<file path="config.mk">
export PLATFORM = sky130hd
export DESIGN_NAME = framed_register_access_slave_core
export DESIGN_NICKNAME = d
export VERILOG_FILES = /design/src/hw/rtl/fras_pkg.sv /design/src/hw/rtl/fras_ram.sv /design/src/hw/rtl/fras_ctrl.sv /design/src/hw/rtl/fras_dp.sv /design/src/hw/rtl/framed_register_access_slave_core.sv
export SDC_FILE = /design/constraint.sdc
export NUM_CORES = 2
export LEC_CHECK = 0
export BUFFER_PORTS_ARGS = -buffer_cell sky130_fd_sc_hd__buf_2
export CAP_MARGIN = 20
export CORE_UTILIZATION = 30
export DETAILED_ROUTE_END_ITERATION = 7
export GPL_ROUTABILITY_DRIVEN = 1
export SLEW_MARGIN = 15
export SYNTH_ARGS = -nofsm -noshare
export SYNTH_HDL_FRONTEND = slang
export SYNTH_SLANG_ARGS = --single-unit
export TNS_END_PERCENT = 1
</file>
<file path="constraint.sdc">
create_clock -name clk -period 4.55 [get_ports clk]
set_input_delay 0.91 -clock clk [delete_from_list [all_inputs] [get_ports clk]]
set_output_delay 0.91 -clock clk [all_outputs]
set_load 0.03 [all_outputs]
</file>
<file path="src/hw/rtl/fras_pkg.sv">
// Shared types, codes and defaults for the framed register access slave.
`default_nettype none
package fras_pkg;

  localparam int CHUNK_DEPTH_DEF    = 64;
  localparam int MAX_READ_COUNT_DEF = 22;
  localparam int NUM_REGS_DEF       = 32;

  localparam logic [7:0] DEVICE_ID_RST = 8'd11;
  localparam logic [7:0] SYM_START     = 8'h3C;
  localparam logic [7:0] SYM_END       = 8'h3E;
  localparam logic [7:0] CMD_READ_RO   = 8'h01;
  localparam logic [7:0] CMD_READ_RW   = 8'h02;
  localparam logic [7:0] CMD_WRITE_RW  = 8'h03;
  localparam logic [7:0] WRITE_BCNT    = 8'd2;

  // Item kinds on tuser
  localparam logic [1:0] KIND_BYTE    = 2'd0;
  localparam logic [1:0] KIND_END     = 2'd1;
  localparam logic [1:0] KIND_RO_LOAD = 2'd2;

  // Header byte places after the start marker
  localparam int HDR_ID    = 0;
  localparam int HDR_CMD   = 1;
  localparam int HDR_ADDR  = 2;
  localparam int HDR_COUNT = 3;
  localparam int HDR_WHI   = 4;
  localparam int HDR_WLO   = 5;
  localparam int HDR_LEN   = 6;

  typedef enum logic [3:0] {
    ST_IDLE,
    ST_HDR,
    ST_CHECK,
    ST_HEAD,
    ST_WORD_RD,
    ST_WORD_WAIT,
    ST_HI,
    ST_LO,
    ST_END
  } state_t;

  typedef enum logic [1:0] {
    SEL_HEAD,
    SEL_HI,
    SEL_LO,
    SEL_END
  } sel_t;

  typedef struct packed {
    logic in_rdy;
    logic hdr_step;
    logic do_write;
    logic emit;
    sel_t emit_sel;
    logic word_rd;
    logic word_latch;
    logic chunk_clr;
  } ctl_t;

  typedef struct packed {
    logic end_item;
    logic hdr_done;
    logic frame_ok;
    logic is_read;
    logic is_write;
    logic head_last;
    logic words_left;
    logic out_free;
  } sts_t;

endpackage
`default_nettype wire

</file>
<file path="src/hw/rtl/fras_ram.sv">
// Generic single-write, single-read RAM with registered read data.
`default_nettype none
module fras_ram #(
  parameter int WIDTH = 8,
  parameter int DEPTH = 64
) (
  input  wire                                     clk,
  input  wire                                     we,
  input  wire  [(DEPTH > 1 ? $clog2(DEPTH) : 1)-1:0] waddr,
  input  wire  [WIDTH-1:0]                        wdata,
  input  wire  [(DEPTH > 1 ? $clog2(DEPTH) : 1)-1:0] raddr,
  output logic [WIDTH-1:0]                        rdata
);

  logic [WIDTH-1:0] mem [DEPTH];

  always_ff @(posedge clk) begin
    if (we) begin
      mem[waddr] <= wdata;
    end
    rdata <= mem[raddr];
  end

endmodule
`default_nettype wire

</file>
<file path="src/hw/rtl/fras_ctrl.sv">
// Controller state machine: sequences header fetch, checks and answer bytes.
`default_nettype none
module fras_ctrl (
  input  wire              clk,
  input  wire              rst_n,
  input  fras_pkg::sts_t   sts,
  output fras_pkg::ctl_t   ctl
);
  import fras_pkg::*;

  state_t state_r, state_nxt;

  always_ff @(posedge clk) begin
    if (!rst_n) begin
      state_r <= ST_IDLE;
    end else begin
      state_r <= state_nxt;
    end
  end

  always_comb begin
    state_nxt = state_r;
    case (state_r)
      ST_IDLE: begin
        if (sts.end_item) state_nxt = ST_HDR;
      end
      ST_HDR: begin
        if (sts.hdr_done) state_nxt = ST_CHECK;
      end
      ST_CHECK: begin
        if (sts.frame_ok && (sts.is_read || sts.is_write)) state_nxt = ST_HEAD;
        else state_nxt = ST_IDLE;
      end
      ST_HEAD: begin
        if (sts.out_free && sts.head_last) state_nxt = ST_WORD_RD;
      end
      ST_WORD_RD: begin
        if (!sts.words_left) state_nxt = ST_END;
        else if (sts.is_write) state_nxt = ST_HI;
        else state_nxt = ST_WORD_WAIT;
      end
      ST_WORD_WAIT: state_nxt = ST_HI;
      ST_HI: begin
        if (sts.out_free) state_nxt = ST_LO;
      end
      ST_LO: begin
        if (sts.out_free) state_nxt = ST_WORD_RD;
      end
      ST_END: begin
        if (sts.out_free) state_nxt = ST_IDLE;
      end
      default: state_nxt = ST_IDLE;
    endcase
  end

  always_comb begin
    ctl = '0;
    ctl.emit_sel = SEL_HEAD;
    case (state_r)
      ST_IDLE: ctl.in_rdy = 1'b1;
      ST_HDR: ctl.hdr_step = 1'b1;
      ST_CHECK: begin
        if (sts.frame_ok && sts.is_write) ctl.do_write = 1'b1;
        if (!(sts.frame_ok && (sts.is_read || sts.is_write))) ctl.chunk_clr = 1'b1;
      end
      ST_HEAD: begin
        ctl.emit     = sts.out_free;
        ctl.emit_sel = SEL_HEAD;
      end
      ST_WORD_RD: begin
        ctl.word_rd = sts.words_left && !sts.is_write;
      end
      ST_WORD_WAIT: ctl.word_latch = 1'b1;
      ST_HI: begin
        ctl.emit     = sts.out_free;
        ctl.emit_sel = SEL_HI;
      end
      ST_LO: begin
        ctl.emit     = sts.out_free;
        ctl.emit_sel = SEL_LO;
      end
      ST_END: begin
        ctl.emit      = sts.out_free;
        ctl.emit_sel  = SEL_END;
        ctl.chunk_clr = sts.out_free;
      end
      default: ctl = '0;
    endcase
  end

endmodule
`default_nettype wire

</file>
<file path="src/hw/rtl/fras_dp.sv">
// Datapath: chunk buffer, register files, header capture and output register.
`default_nettype none
module fras_dp #(
  parameter int CHUNK_DEPTH    = fras_pkg::CHUNK_DEPTH_DEF,
  parameter int MAX_READ_COUNT = fras_pkg::MAX_READ_COUNT_DEF,
  parameter int NUM_REGS       = fras_pkg::NUM_REGS_DEF
) (
  input  wire             clk,
  input  wire             rst_n,
  input  wire             in_tvalid,
  input  wire  [31:0]     in_tdata,
  input  wire  [1:0]      in_tuser,
  output logic            in_tready,
  output logic            out_tvalid,
  input  wire             out_tready,
  output logic [7:0]      out_tdata,
  output logic            out_tlast,
  input  wire             cfg_we,
  input  wire  [7:0]      cfg_wdata,
  input  fras_pkg::ctl_t  ctl,
  output fras_pkg::sts_t  sts
);
  import fras_pkg::*;

  localparam int CAW = $clog2(CHUNK_DEPTH);
  localparam int FPW = $clog2(CHUNK_DEPTH + 1);
  localparam int HPW = FPW + 1;
  localparam int RAW = (NUM_REGS > 1) ? $clog2(NUM_REGS) : 1;
  localparam int JW  = $clog2(MAX_READ_COUNT + 2);

  logic        accept;
  logic [7:0]  rx_byte;
  logic [4:0]  ro_index;
  logic [15:0] ro_value;

  assign in_tready = ctl.in_rdy;
  assign accept    = in_tvalid && ctl.in_rdy;
  assign rx_byte   = in_tdata[7:0];
  assign ro_index  = in_tdata[12:8];
  assign ro_value  = in_tdata[28:13];

  // Device id
  logic [7:0] device_id_r;
  always_ff @(posedge clk) begin
    if (!rst_n) begin
      device_id_r <= DEVICE_ID_RST;
    end else if (cfg_we) begin
      device_id_r <= cfg_wdata;
    end
  end

  // Chunk gathering
  logic [FPW-1:0] fill_r, start_r, end_r;
  logic           end_seen_r;
  logic           chunk_we;
  logic [CHUNK_DEPTH-1:0] chunk_vld_r;

  assign chunk_we = accept && (in_tuser == KIND_BYTE) && (fill_r < FPW'(CHUNK_DEPTH));

  always_ff @(posedge clk) begin
    if (!rst_n) begin
      fill_r      <= '0;
      start_r     <= '0;
      end_r       <= '0;
      end_seen_r  <= 1'b0;
      chunk_vld_r <= '0;
    end else if (ctl.chunk_clr) begin
      fill_r     <= '0;
      start_r    <= '0;
      end_r      <= '0;
      end_seen_r <= 1'b0;
    end else if (chunk_we) begin
      chunk_vld_r[fill_r[CAW-1:0]] <= 1'b1;
      if (rx_byte == SYM_START) start_r <= fill_r + FPW'(1);
      if (rx_byte == SYM_END && fill_r != '0) begin
        end_r      <= fill_r - FPW'(1);
        end_seen_r <= 1'b1;
      end
      fill_r <= fill_r + FPW'(1);
    end
  end

  // Header fetch: issue a read per step, capture one step later
  logic [2:0]     hdr_k_r;
  logic [HPW-1:0] hdr_pos;
  logic           chunk_ok_r;
  logic [7:0]     chunk_rdata;
  logic [7:0]     hdr_r [HDR_LEN];

  assign hdr_pos = {1'b0, start_r} + HPW'(hdr_k_r);

  fras_ram #(.WIDTH(8), .DEPTH(CHUNK_DEPTH)) u_chunk_ram (
    .clk   (clk),
    .we    (chunk_we),
    .waddr (fill_r[CAW-1:0]),
    .wdata (rx_byte),
    .raddr (hdr_pos[CAW-1:0]),
    .rdata (chunk_rdata)
  );

  always_ff @(posedge clk) begin
    if (!rst_n) begin
      hdr_k_r <= '0;
    end else if (accept && in_tuser == KIND_END) begin
      hdr_k_r <= '0;
    end else if (ctl.hdr_step && hdr_k_r != 3'(HDR_LEN)) begin
      hdr_k_r <= hdr_k_r + 3'd1;
    end
  end

  always_ff @(posedge clk) begin
    chunk_ok_r <= (hdr_pos < HPW'(CHUNK_DEPTH)) && chunk_vld_r[hdr_pos[CAW-1:0]];
    if (ctl.hdr_step && hdr_k_r != 3'd0) begin
      hdr_r[hdr_k_r - 3'd1] <= chunk_ok_r ? chunk_rdata : 8'h00;
    end
  end

  logic [7:0] cmd, addr, count, bcnt;
  assign cmd   = hdr_r[HDR_CMD];
  assign addr  = hdr_r[HDR_ADDR];
  assign count = hdr_r[HDR_COUNT];
  assign bcnt  = sts.is_write ? WRITE_BCNT : {count[6:0], 1'b0};

  // Register files
  logic [NUM_REGS-1:0] rw_vld_r, ro_vld_r;
  logic        ro_we, rw_we, addr_in;
  logic [RAW-1:0] ro_waddr, rd_addr;
  logic [8:0]  rd_sum;
  logic [JW-1:0] word_j_r;
  logic [15:0] ro_rdata, rw_rdata, wdata, word_r;
  logic        ro_ok_r, rw_ok_r, sel_ro_r;

  assign ro_we    = accept && (in_tuser == KIND_RO_LOAD) && ({4'd0, ro_index} < 9'(NUM_REGS));
  assign ro_waddr = RAW'(ro_index);
  assign addr_in  = {1'b0, addr} < 9'(NUM_REGS);
  assign wdata    = {hdr_r[HDR_WHI], hdr_r[HDR_WLO]};
  assign rw_we    = ctl.do_write && addr_in;
  assign rd_sum   = {1'b0, addr} + 9'(word_j_r);
  assign rd_addr  = RAW'(rd_sum);

  fras_ram #(.WIDTH(16), .DEPTH(NUM_REGS)) u_ro_ram (
    .clk   (clk),
    .we    (ro_we),
    .waddr (ro_waddr),
    .wdata (ro_value),
    .raddr (rd_addr),
    .rdata (ro_rdata)
  );

  fras_ram #(.WIDTH(16), .DEPTH(NUM_REGS)) u_rw_ram (
    .clk   (clk),
    .we    (rw_we),
    .waddr (RAW'(addr)),
    .wdata (wdata),
    .raddr (rd_addr),
    .rdata (rw_rdata)
  );

  always_ff @(posedge clk) begin
    if (!rst_n) begin
      rw_vld_r <= '0;
      ro_vld_r <= '0;
    end else begin
      if (ro_we) ro_vld_r[ro_waddr] <= 1'b1;
      if (rw_we) rw_vld_r[RAW'(addr)] <= 1'b1;
    end
  end

  always_ff @(posedge clk) begin
    if (ctl.word_rd) begin
      sel_ro_r <= (cmd == CMD_READ_RO);
      ro_ok_r  <= (rd_sum < 9'(NUM_REGS)) && ro_vld_r[rd_addr];
      rw_ok_r  <= (rd_sum < 9'(NUM_REGS)) && rw_vld_r[rd_addr];
    end
    if (ctl.do_write) begin
      word_r <= addr_in ? wdata : 16'h0000;
    end else if (ctl.word_latch) begin
      if (sel_ro_r) word_r <= ro_ok_r ? ro_rdata : 16'h0000;
      else          word_r <= rw_ok_r ? rw_rdata : 16'h0000;
    end
  end

  // Answer counters
  logic [2:0] head_h_r;
  always_ff @(posedge clk) begin
    if (!rst_n) begin
      head_h_r <= '0;
      word_j_r <= '0;
    end else if (accept && in_tuser == KIND_END) begin
      head_h_r <= '0;
      word_j_r <= '0;
    end else if (ctl.emit) begin
      if (ctl.emit_sel == SEL_HEAD) head_h_r <= head_h_r + 3'd1;
      if (ctl.emit_sel == SEL_LO)   word_j_r <= word_j_r + JW'(1);
    end
  end

  // Output register
  logic       out_valid_r, out_last_r;
  logic [7:0] out_byte_r, emit_byte;

  always_comb begin
    emit_byte = SYM_END;
    case (ctl.emit_sel)
      SEL_HEAD: begin
        case (head_h_r)
          3'd0:    emit_byte = SYM_START;
          3'd1:    emit_byte = device_id_r;
          3'd2:    emit_byte = cmd;
          3'd3:    emit_byte = addr;
          default: emit_byte = bcnt;
        endcase
      end
      SEL_HI:  emit_byte = word_r[15:8];
      SEL_LO:  emit_byte = word_r[7:0];
      SEL_END: emit_byte = SYM_END;
      default: emit_byte = SYM_END;
    endcase
  end

  always_ff @(posedge clk) begin
    if (!rst_n) begin
      out_valid_r <= 1'b0;
    end else if (ctl.emit) begin
      out_valid_r <= 1'b1;
    end else if (out_tready) begin
      out_valid_r <= 1'b0;
    end
  end

  always_ff @(posedge clk) begin
    if (ctl.emit) begin
      out_byte_r <= emit_byte;
      out_last_r <= (ctl.emit_sel == SEL_END);
    end
  end

  assign out_tvalid = out_valid_r;
  assign out_tdata  = out_byte_r;
  assign out_tlast  = out_last_r;

  // Status
  always_comb begin
    sts.end_item   = accept && (in_tuser == KIND_END);
    sts.hdr_done   = (hdr_k_r == 3'(HDR_LEN));
    sts.frame_ok   = end_seen_r && (start_r < end_r) && (hdr_r[HDR_ID] == device_id_r);
    sts.is_read    = (cmd == CMD_READ_RO || cmd == CMD_READ_RW) &&
                     (count <= 8'(MAX_READ_COUNT));
    sts.is_write   = (cmd == CMD_WRITE_RW);
    sts.head_last  = (head_h_r == 3'd4);
    sts.words_left = sts.is_write ? (word_j_r == '0) : ({{(8-JW){1'b0}}, word_j_r} < count);
    sts.out_free   = !out_valid_r || out_tready;
  end

endmodule
`default_nettype wire

</file>
<file path="src/hw/rtl/framed_register_access_slave_core.sv">
// Top level of the framed register access slave: controller plus datapath.
//
//   Channel | Direction | Ports                       | Contents
//   in      | slave     | in_tvalid/tready/tdata/user | byte, end of chunk, read-only load
//   out     | master    | out_tvalid/tready/tdata/last| answer frame bytes
//   cfg     | write     | cfg_we/cfg_wdata            | device id
//
// A byte or load transaction is accepted in the idle state. An end-of-chunk
// transaction runs header fetch and check, then emits the answer bytes, with
// a register file read per read word and one closing word check (two word
// checks for a write), plus any output stall.
// Input is held off until the closing byte has entered the output register.
// Reset clears the chunk valid bits and both register files' valid bits at once.
`default_nettype none
module framed_register_access_slave_core #(
  parameter int CHUNK_DEPTH    = fras_pkg::CHUNK_DEPTH_DEF,
  parameter int MAX_READ_COUNT = fras_pkg::MAX_READ_COUNT_DEF,
  parameter int NUM_REGS       = fras_pkg::NUM_REGS_DEF
) (
  input  wire         clk,
  input  wire         rst_n,
  input  wire         in_tvalid,
  output logic        in_tready,
  input  wire  [31:0] in_tdata,   // rx_byte[7:0], ro_index[12:8], ro_value[28:13], zeros
  input  wire  [1:0]  in_tuser,   // kind[1:0]
  output logic        out_tvalid,
  input  wire         out_tready,
  output logic [7:0]  out_tdata,  // tx_byte[7:0]
  output logic        out_tlast,
  input  wire         cfg_we,
  input  wire  [7:0]  cfg_wdata
);
  import fras_pkg::*;

  ctl_t ctl;
  sts_t sts;

  fras_ctrl u_ctrl (
    .clk   (clk),
    .rst_n (rst_n),
    .sts   (sts),
    .ctl   (ctl)
  );

  fras_dp #(
    .CHUNK_DEPTH    (CHUNK_DEPTH),
    .MAX_READ_COUNT (MAX_READ_COUNT),
    .NUM_REGS       (NUM_REGS)
  ) u_dp (
    .clk        (clk),
    .rst_n      (rst_n),
    .in_tvalid  (in_tvalid),
    .in_tdata   (in_tdata),
    .in_tuser   (in_tuser),
    .in_tready  (in_tready),
    .out_tvalid (out_tvalid),
    .out_tready (out_tready),
    .out_tdata  (out_tdata),
    .out_tlast  (out_tlast),
    .cfg_we     (cfg_we),
    .cfg_wdata  (cfg_wdata),
    .ctl        (ctl),
    .sts        (sts)
  );

endmodule
`default_nettype wire

</file>
==> reports/results.md <==
| Metric | This run | Unit |
|:---|:---|:---|
| Start of the worst register-to-register path | u_ctrl.state_r[1] | - |
| Basic-gate share of the synthesized area counting and, or, nand and nor cells | 0.0302 | - |
| Placer's final routability congestion estimate | 0.810 | - |
| Wire length of the first global-routing pass | 241000 | um |
| Largest net degree at the start of global routing | 70 | - |
| CP required | 5000 | ps |
| Flip-flop and latch count after synthesis | 1827 | - |
| Clk sink count | 1827 | - |
| Min-delay worst type | in2reg | - |
| GR Overflow Total | 0 | - |
| Mean Syn Cell Area | 20.7 | sq um |
| Post-layout nets | 3769 | - |
| Chip height | 488 | um |
| Cell-by-cell trace of the critical path | or4b_4 > or4_4 > a2111oi_4 > nand3b_4 > nor2_2 > buf_4 | - |
| Crit path buf inv count | 1 | - |
| Setup WS post-layout | 771 | ps |
| I/O pin count | 58 | - |
| Pin slew with the least headroom to its limit | 1160 | ps |
| Worst hold path depth | 3 | - |
| Fin crit share | 0.831 | - |
| Synthesized-area fraction occupied by xor and xnor cells | 0.00433 | - |
| Share of synthesized cell area in full adder, half adder and majority cells | 0.00619 | - |
| Number of H-tree levels | 4 | - |
| Routed length per instance | 23.7 | um |
| Total of warnings raised by yosys | 0 | - |
| Async S/R FF share, synth | 0 | - |
| Area share of the largest cell type after synthesis | 0.684 | - |
| Via density per instance | 4.91 | - |
| Post-Syn Instances | 3426 | - |
| Largest family of logic cells by synthesized area | multiplexers | - |
| Floorplan core area | 0.234 | sq mm |
| Detailed Routing Iterations Pass 1 | 5 | - |
| Final number of max-transition violations | 0 | - |
| Worst Hold End | u_dp.device_id_r[0] | - |
| Final clock skew | 66.0 | ps |
| Delay contributed by the slowest stage of the critical path | 830 | ps |
| Status | completed | - |
| Post_cts resized | 0 | - |
| Peak Freq | 265 | MHz |
| Number of I/O port buffers | 54 | - |
| Max-Slew Margin vs Limit | 0.221 | - |
| Critical path type | reg2reg | - |
| Area growth from synthesis to layout | 16.2 | % |
| Leading post-synthesis cells by cell area | edfxtp_1 68%, mux4_2 17%, dfxtp_1 6.1% | - |
| Cell family contributing the most delay on the critical path | simple AND/OR/NAND/NOR gates | - |
| Antenna diode count | 0 | - |
| Setup Slack @ Placement | 683 | ps |
| GRT Total Usage | 0.138 | - |
| DIE AREA | 0.238 | sq mm |
| Leading area contributor after synthesis | edfxtp_1 | - |
| Complex-gate fraction of the synthesized area | 0.0271 | - |
| Total Routed Length | 165000 | um |
| Final-layout setup total negative slack | 0 | ps |
| Ratio of cells with drive above 1 in the final layout | 0.308 | - |
| Number of antenna violations at the first check in global routing | 8 | - |
| Unique masters post-synth | 78 | - |
| Max clock buf depth | 3 | - |
| Leading register cell type out of synthesis | edfxtp_1 | - |
| Root Driver | clkbuf_16 | - |
| Latest clock arrival within the worst-skew pair | 800 | ps |
| Leakage power summed over all cells | 25.1 | nW |
| Worst Path Arrival | 4230 | ps |
| Post-CTS setup repair buffer count | 0 | - |
| Synthesized net count | 3506 | - |
| Slowest cell on crit path | a2111oi_4 | - |
| Syn Std Cell Area | 0.0708 | sq mm |
| Via count of the first global-routing pass | 35200 | - |
| Antenna Nets Post-Route | 0 | - |
| Clock transition at the register clock pins on the worst setup and hold paths after CTS | 70 | ps |
| Remaining DRCs | 0 | - |
| Max IR drop VDD | 0.000318 | V |
| FF-to-FF setup slack | 770 | ps |
| Startpoint type of the worst setup path | register | - |
| Instance count on the critical path | 6 | - |
| Multiplexer area fraction after synthesis | 0.175 | - |
| Worst Hold Launch | cfg_wdata[0] | - |
| CTS Buf Count | 179 | - |
| Die Wd | 488 | um |
| Routed via count | 34300 | - |
| RSZ-0062 raised after global routing | no | - |
| Violation count after the first detailed-routing iteration | 3132 | - |
| Fillcell total | 21600 | - |
| Worst setup EP type | register | - |
| # Max-Cap Violations | 0 | - |
| TritonCTS clock tree | done | - |
| Critical path fanouts, max | 14 | - |
| Min Tclk post-route | 3780 | ps |
| Hold buffers post-CTS | 0 | - |
| Site row count | 177 | - |
| Power density of the placed cells | 405 | mW/mm^2 |
| Number of enable-type register cells in the synthesized netlist | 1612 | - |
| Worst R2R End | u_dp.u_rw_ram.mem[12][13] | - |
| Sequential area share after synthesis | 0.744 | - |
| Final setup viols | 0 | - |
| Initial Util | 0.303 | - |
| Final-report hold violation count | 0 | - |
| Number of cells on the worst reg-to-reg path | 6 | - |
| Post-detail-place hpwl | 100000 | um |
where the power goes:
group	internal (W)	switching, W	leakage, nW	total, W
Clock	0.00815	0.00641	2.84	0.0146
Sequential	0.0182	0.0000165	15.8	0.0182
Combinational	0.000189	0.000385	6.42	0.000574
worst max path at each step:
stage,from,to,slack [ps]
3_5_place_dp,in_tuser[0],u_dp.u_chunk_ram.mem[17][6],680
4_1_cts,u_ctrl.state_r[1],u_dp.u_rw_ram.mem[12][3],790
5_1_grt,u_ctrl.state_r[1],u_dp.u_rw_ram.mem[12][3],630
3_3_place_gp,in_tuser[0],u_dp.u_chunk_ram.mem[22][5],730
2_1_floorplan,u_dp.hdr_r[2][1],u_dp.u_rw_ram.rdata[10],1170
6_report,u_ctrl.state_r[1],u_dp.u_rw_ram.mem[12][13],770
metal layers:
layer / routed length [um] / global-route usage / vias to the layer above
met2: 81700 / 0.230 / 1050
met1: 70600 / 0.185 / 18300
li1: - / - / 14700
met3: 9080 / 0.0222 / 204
met4: 3800 / 0.0382 / 0
met5: 0 / 0 / -
area by class of cell:
cell class / instances / area, sq um / area share
Timing Repair Buffer: 268 / 2210 / 0.0269
Multi-Input combinational cell: 1381 / 17500 / 0.212
Clock buffer: 252 / 5000 / 0.0608
Clock inverter: 80 / 832 / 0.0101
Inverter: 32 / 120 / 0.00146
Sequential cell: 1827 / 52700 / 0.641
Tap cell: 3132 / 3920 / 0.0476
registers in the layout, indices dropped and copies added, names as in the netlist, 8 cells and up:
| signal | count |
|---|---|
| u_dp.u_ro_ram.mem | 512 |
| u_dp.ro_vld_r | 32 |
| u_dp.rw_vld_r | 32 |
| u_dp.device_id_r | 8 |
| u_dp.hdr_r | 48 |
| u_dp.u_chunk_ram.rdata | 8 |
| u_dp.u_rw_ram.mem | 512 |
| u_dp.chunk_vld_r | 64 |
| u_dp.u_chunk_ram.mem | 512 |
| u_dp.u_ro_ram.rdata | 16 |
| u_dp.word_r | 16 |
| u_dp.u_rw_ram.rdata | 16 |
| u_dp.out_tdata | 8 |
cells in the mapped netlist (5+ instances only):
cell type,instances
mux2i_1,20
a32o_1,34
dfxtp_1,215
nand2b_1,18
ha_1,31
a21oi_1,26
nand3_1,21
a211oi_1,20
nor2b_1,11
nor2_1,191
nor3_1,17
and2_1,15
mux2_2,35
a21o_1,5
mux4_2,524
or3_1,8
xnor2_1,24
o21a_1,44
nand2_1,122
o21ai_0,87
buf_1,13
buf_2,24
edfxtp_1,1612
nand4_1,8
clkbuf_1,140
a221oi_1,6
a22oi_1,18
xor2_1,11
and3_1,9
inv_1,31
cells in the final DEF (no fill, tap or decap), drive strengths merged, types with 5 or more instances in the layout:
master,count
nand2,123
and3,9
a211oi,20
xnor2,24
buf,268
a21o,5
ha,31
dfxtp,215
a22oi,18
edfxtp,1612
inv,39
nor3,17
bufinv,7
mux2,35
a32o,34
nor2,193
nand4,8
nand3,23
clkbuf,252
a221oi,6
clkinv,64
o21ai,90
a21oi,26
nor2b,11
or3,8
nand3b,6
xor2,11
and2,18
mux4,524
o21a,44
mux2i,20
nand2b,18
cells by family (layout without fill, tap and decap cells):
group | after synthesis | count (layout)
mux | 579 | 579
simple gates | 457 | 457
buf+inv | 218 | 632
compound gates | 276 | 276
fa+ha+maj | 34 | 34
xor+xnor | 35 | 35
flops | 1827 | 1827
stage by stage:
| stage | hold WS, ps | util | cells | cell area (sq um) | power [W] |
|---|---|---|---|---|---|
| final | 395 | 0.352 | 6972 | 82300 | 0.0333 |
| after global routing | 354 | 0.352 | 6972 | 82300 | 0.0343 |
| after CTS | 346 | 0.351 | 6961 | 82100 | 0.0336 |
| after detailed placement | 440 | 0.326 | 6629 | 76200 | 0.0191 |
| after global placement | 429 | 0.326 | 6629 | 76200 | 0.0191 |
| after floorplan | 420 | - | 3426 | 70800 | 0.0188 |
worst register-to-register path, stage by stage (launching register included):
cell       delay [ps]
dfxtp_1           570
or4b_4            580
or4_4             520
a2111oi_4         830
nand3b_4          300
nor2_2            250
buf_4             370
Note: power is estimated with default switching activity, not from simulation.
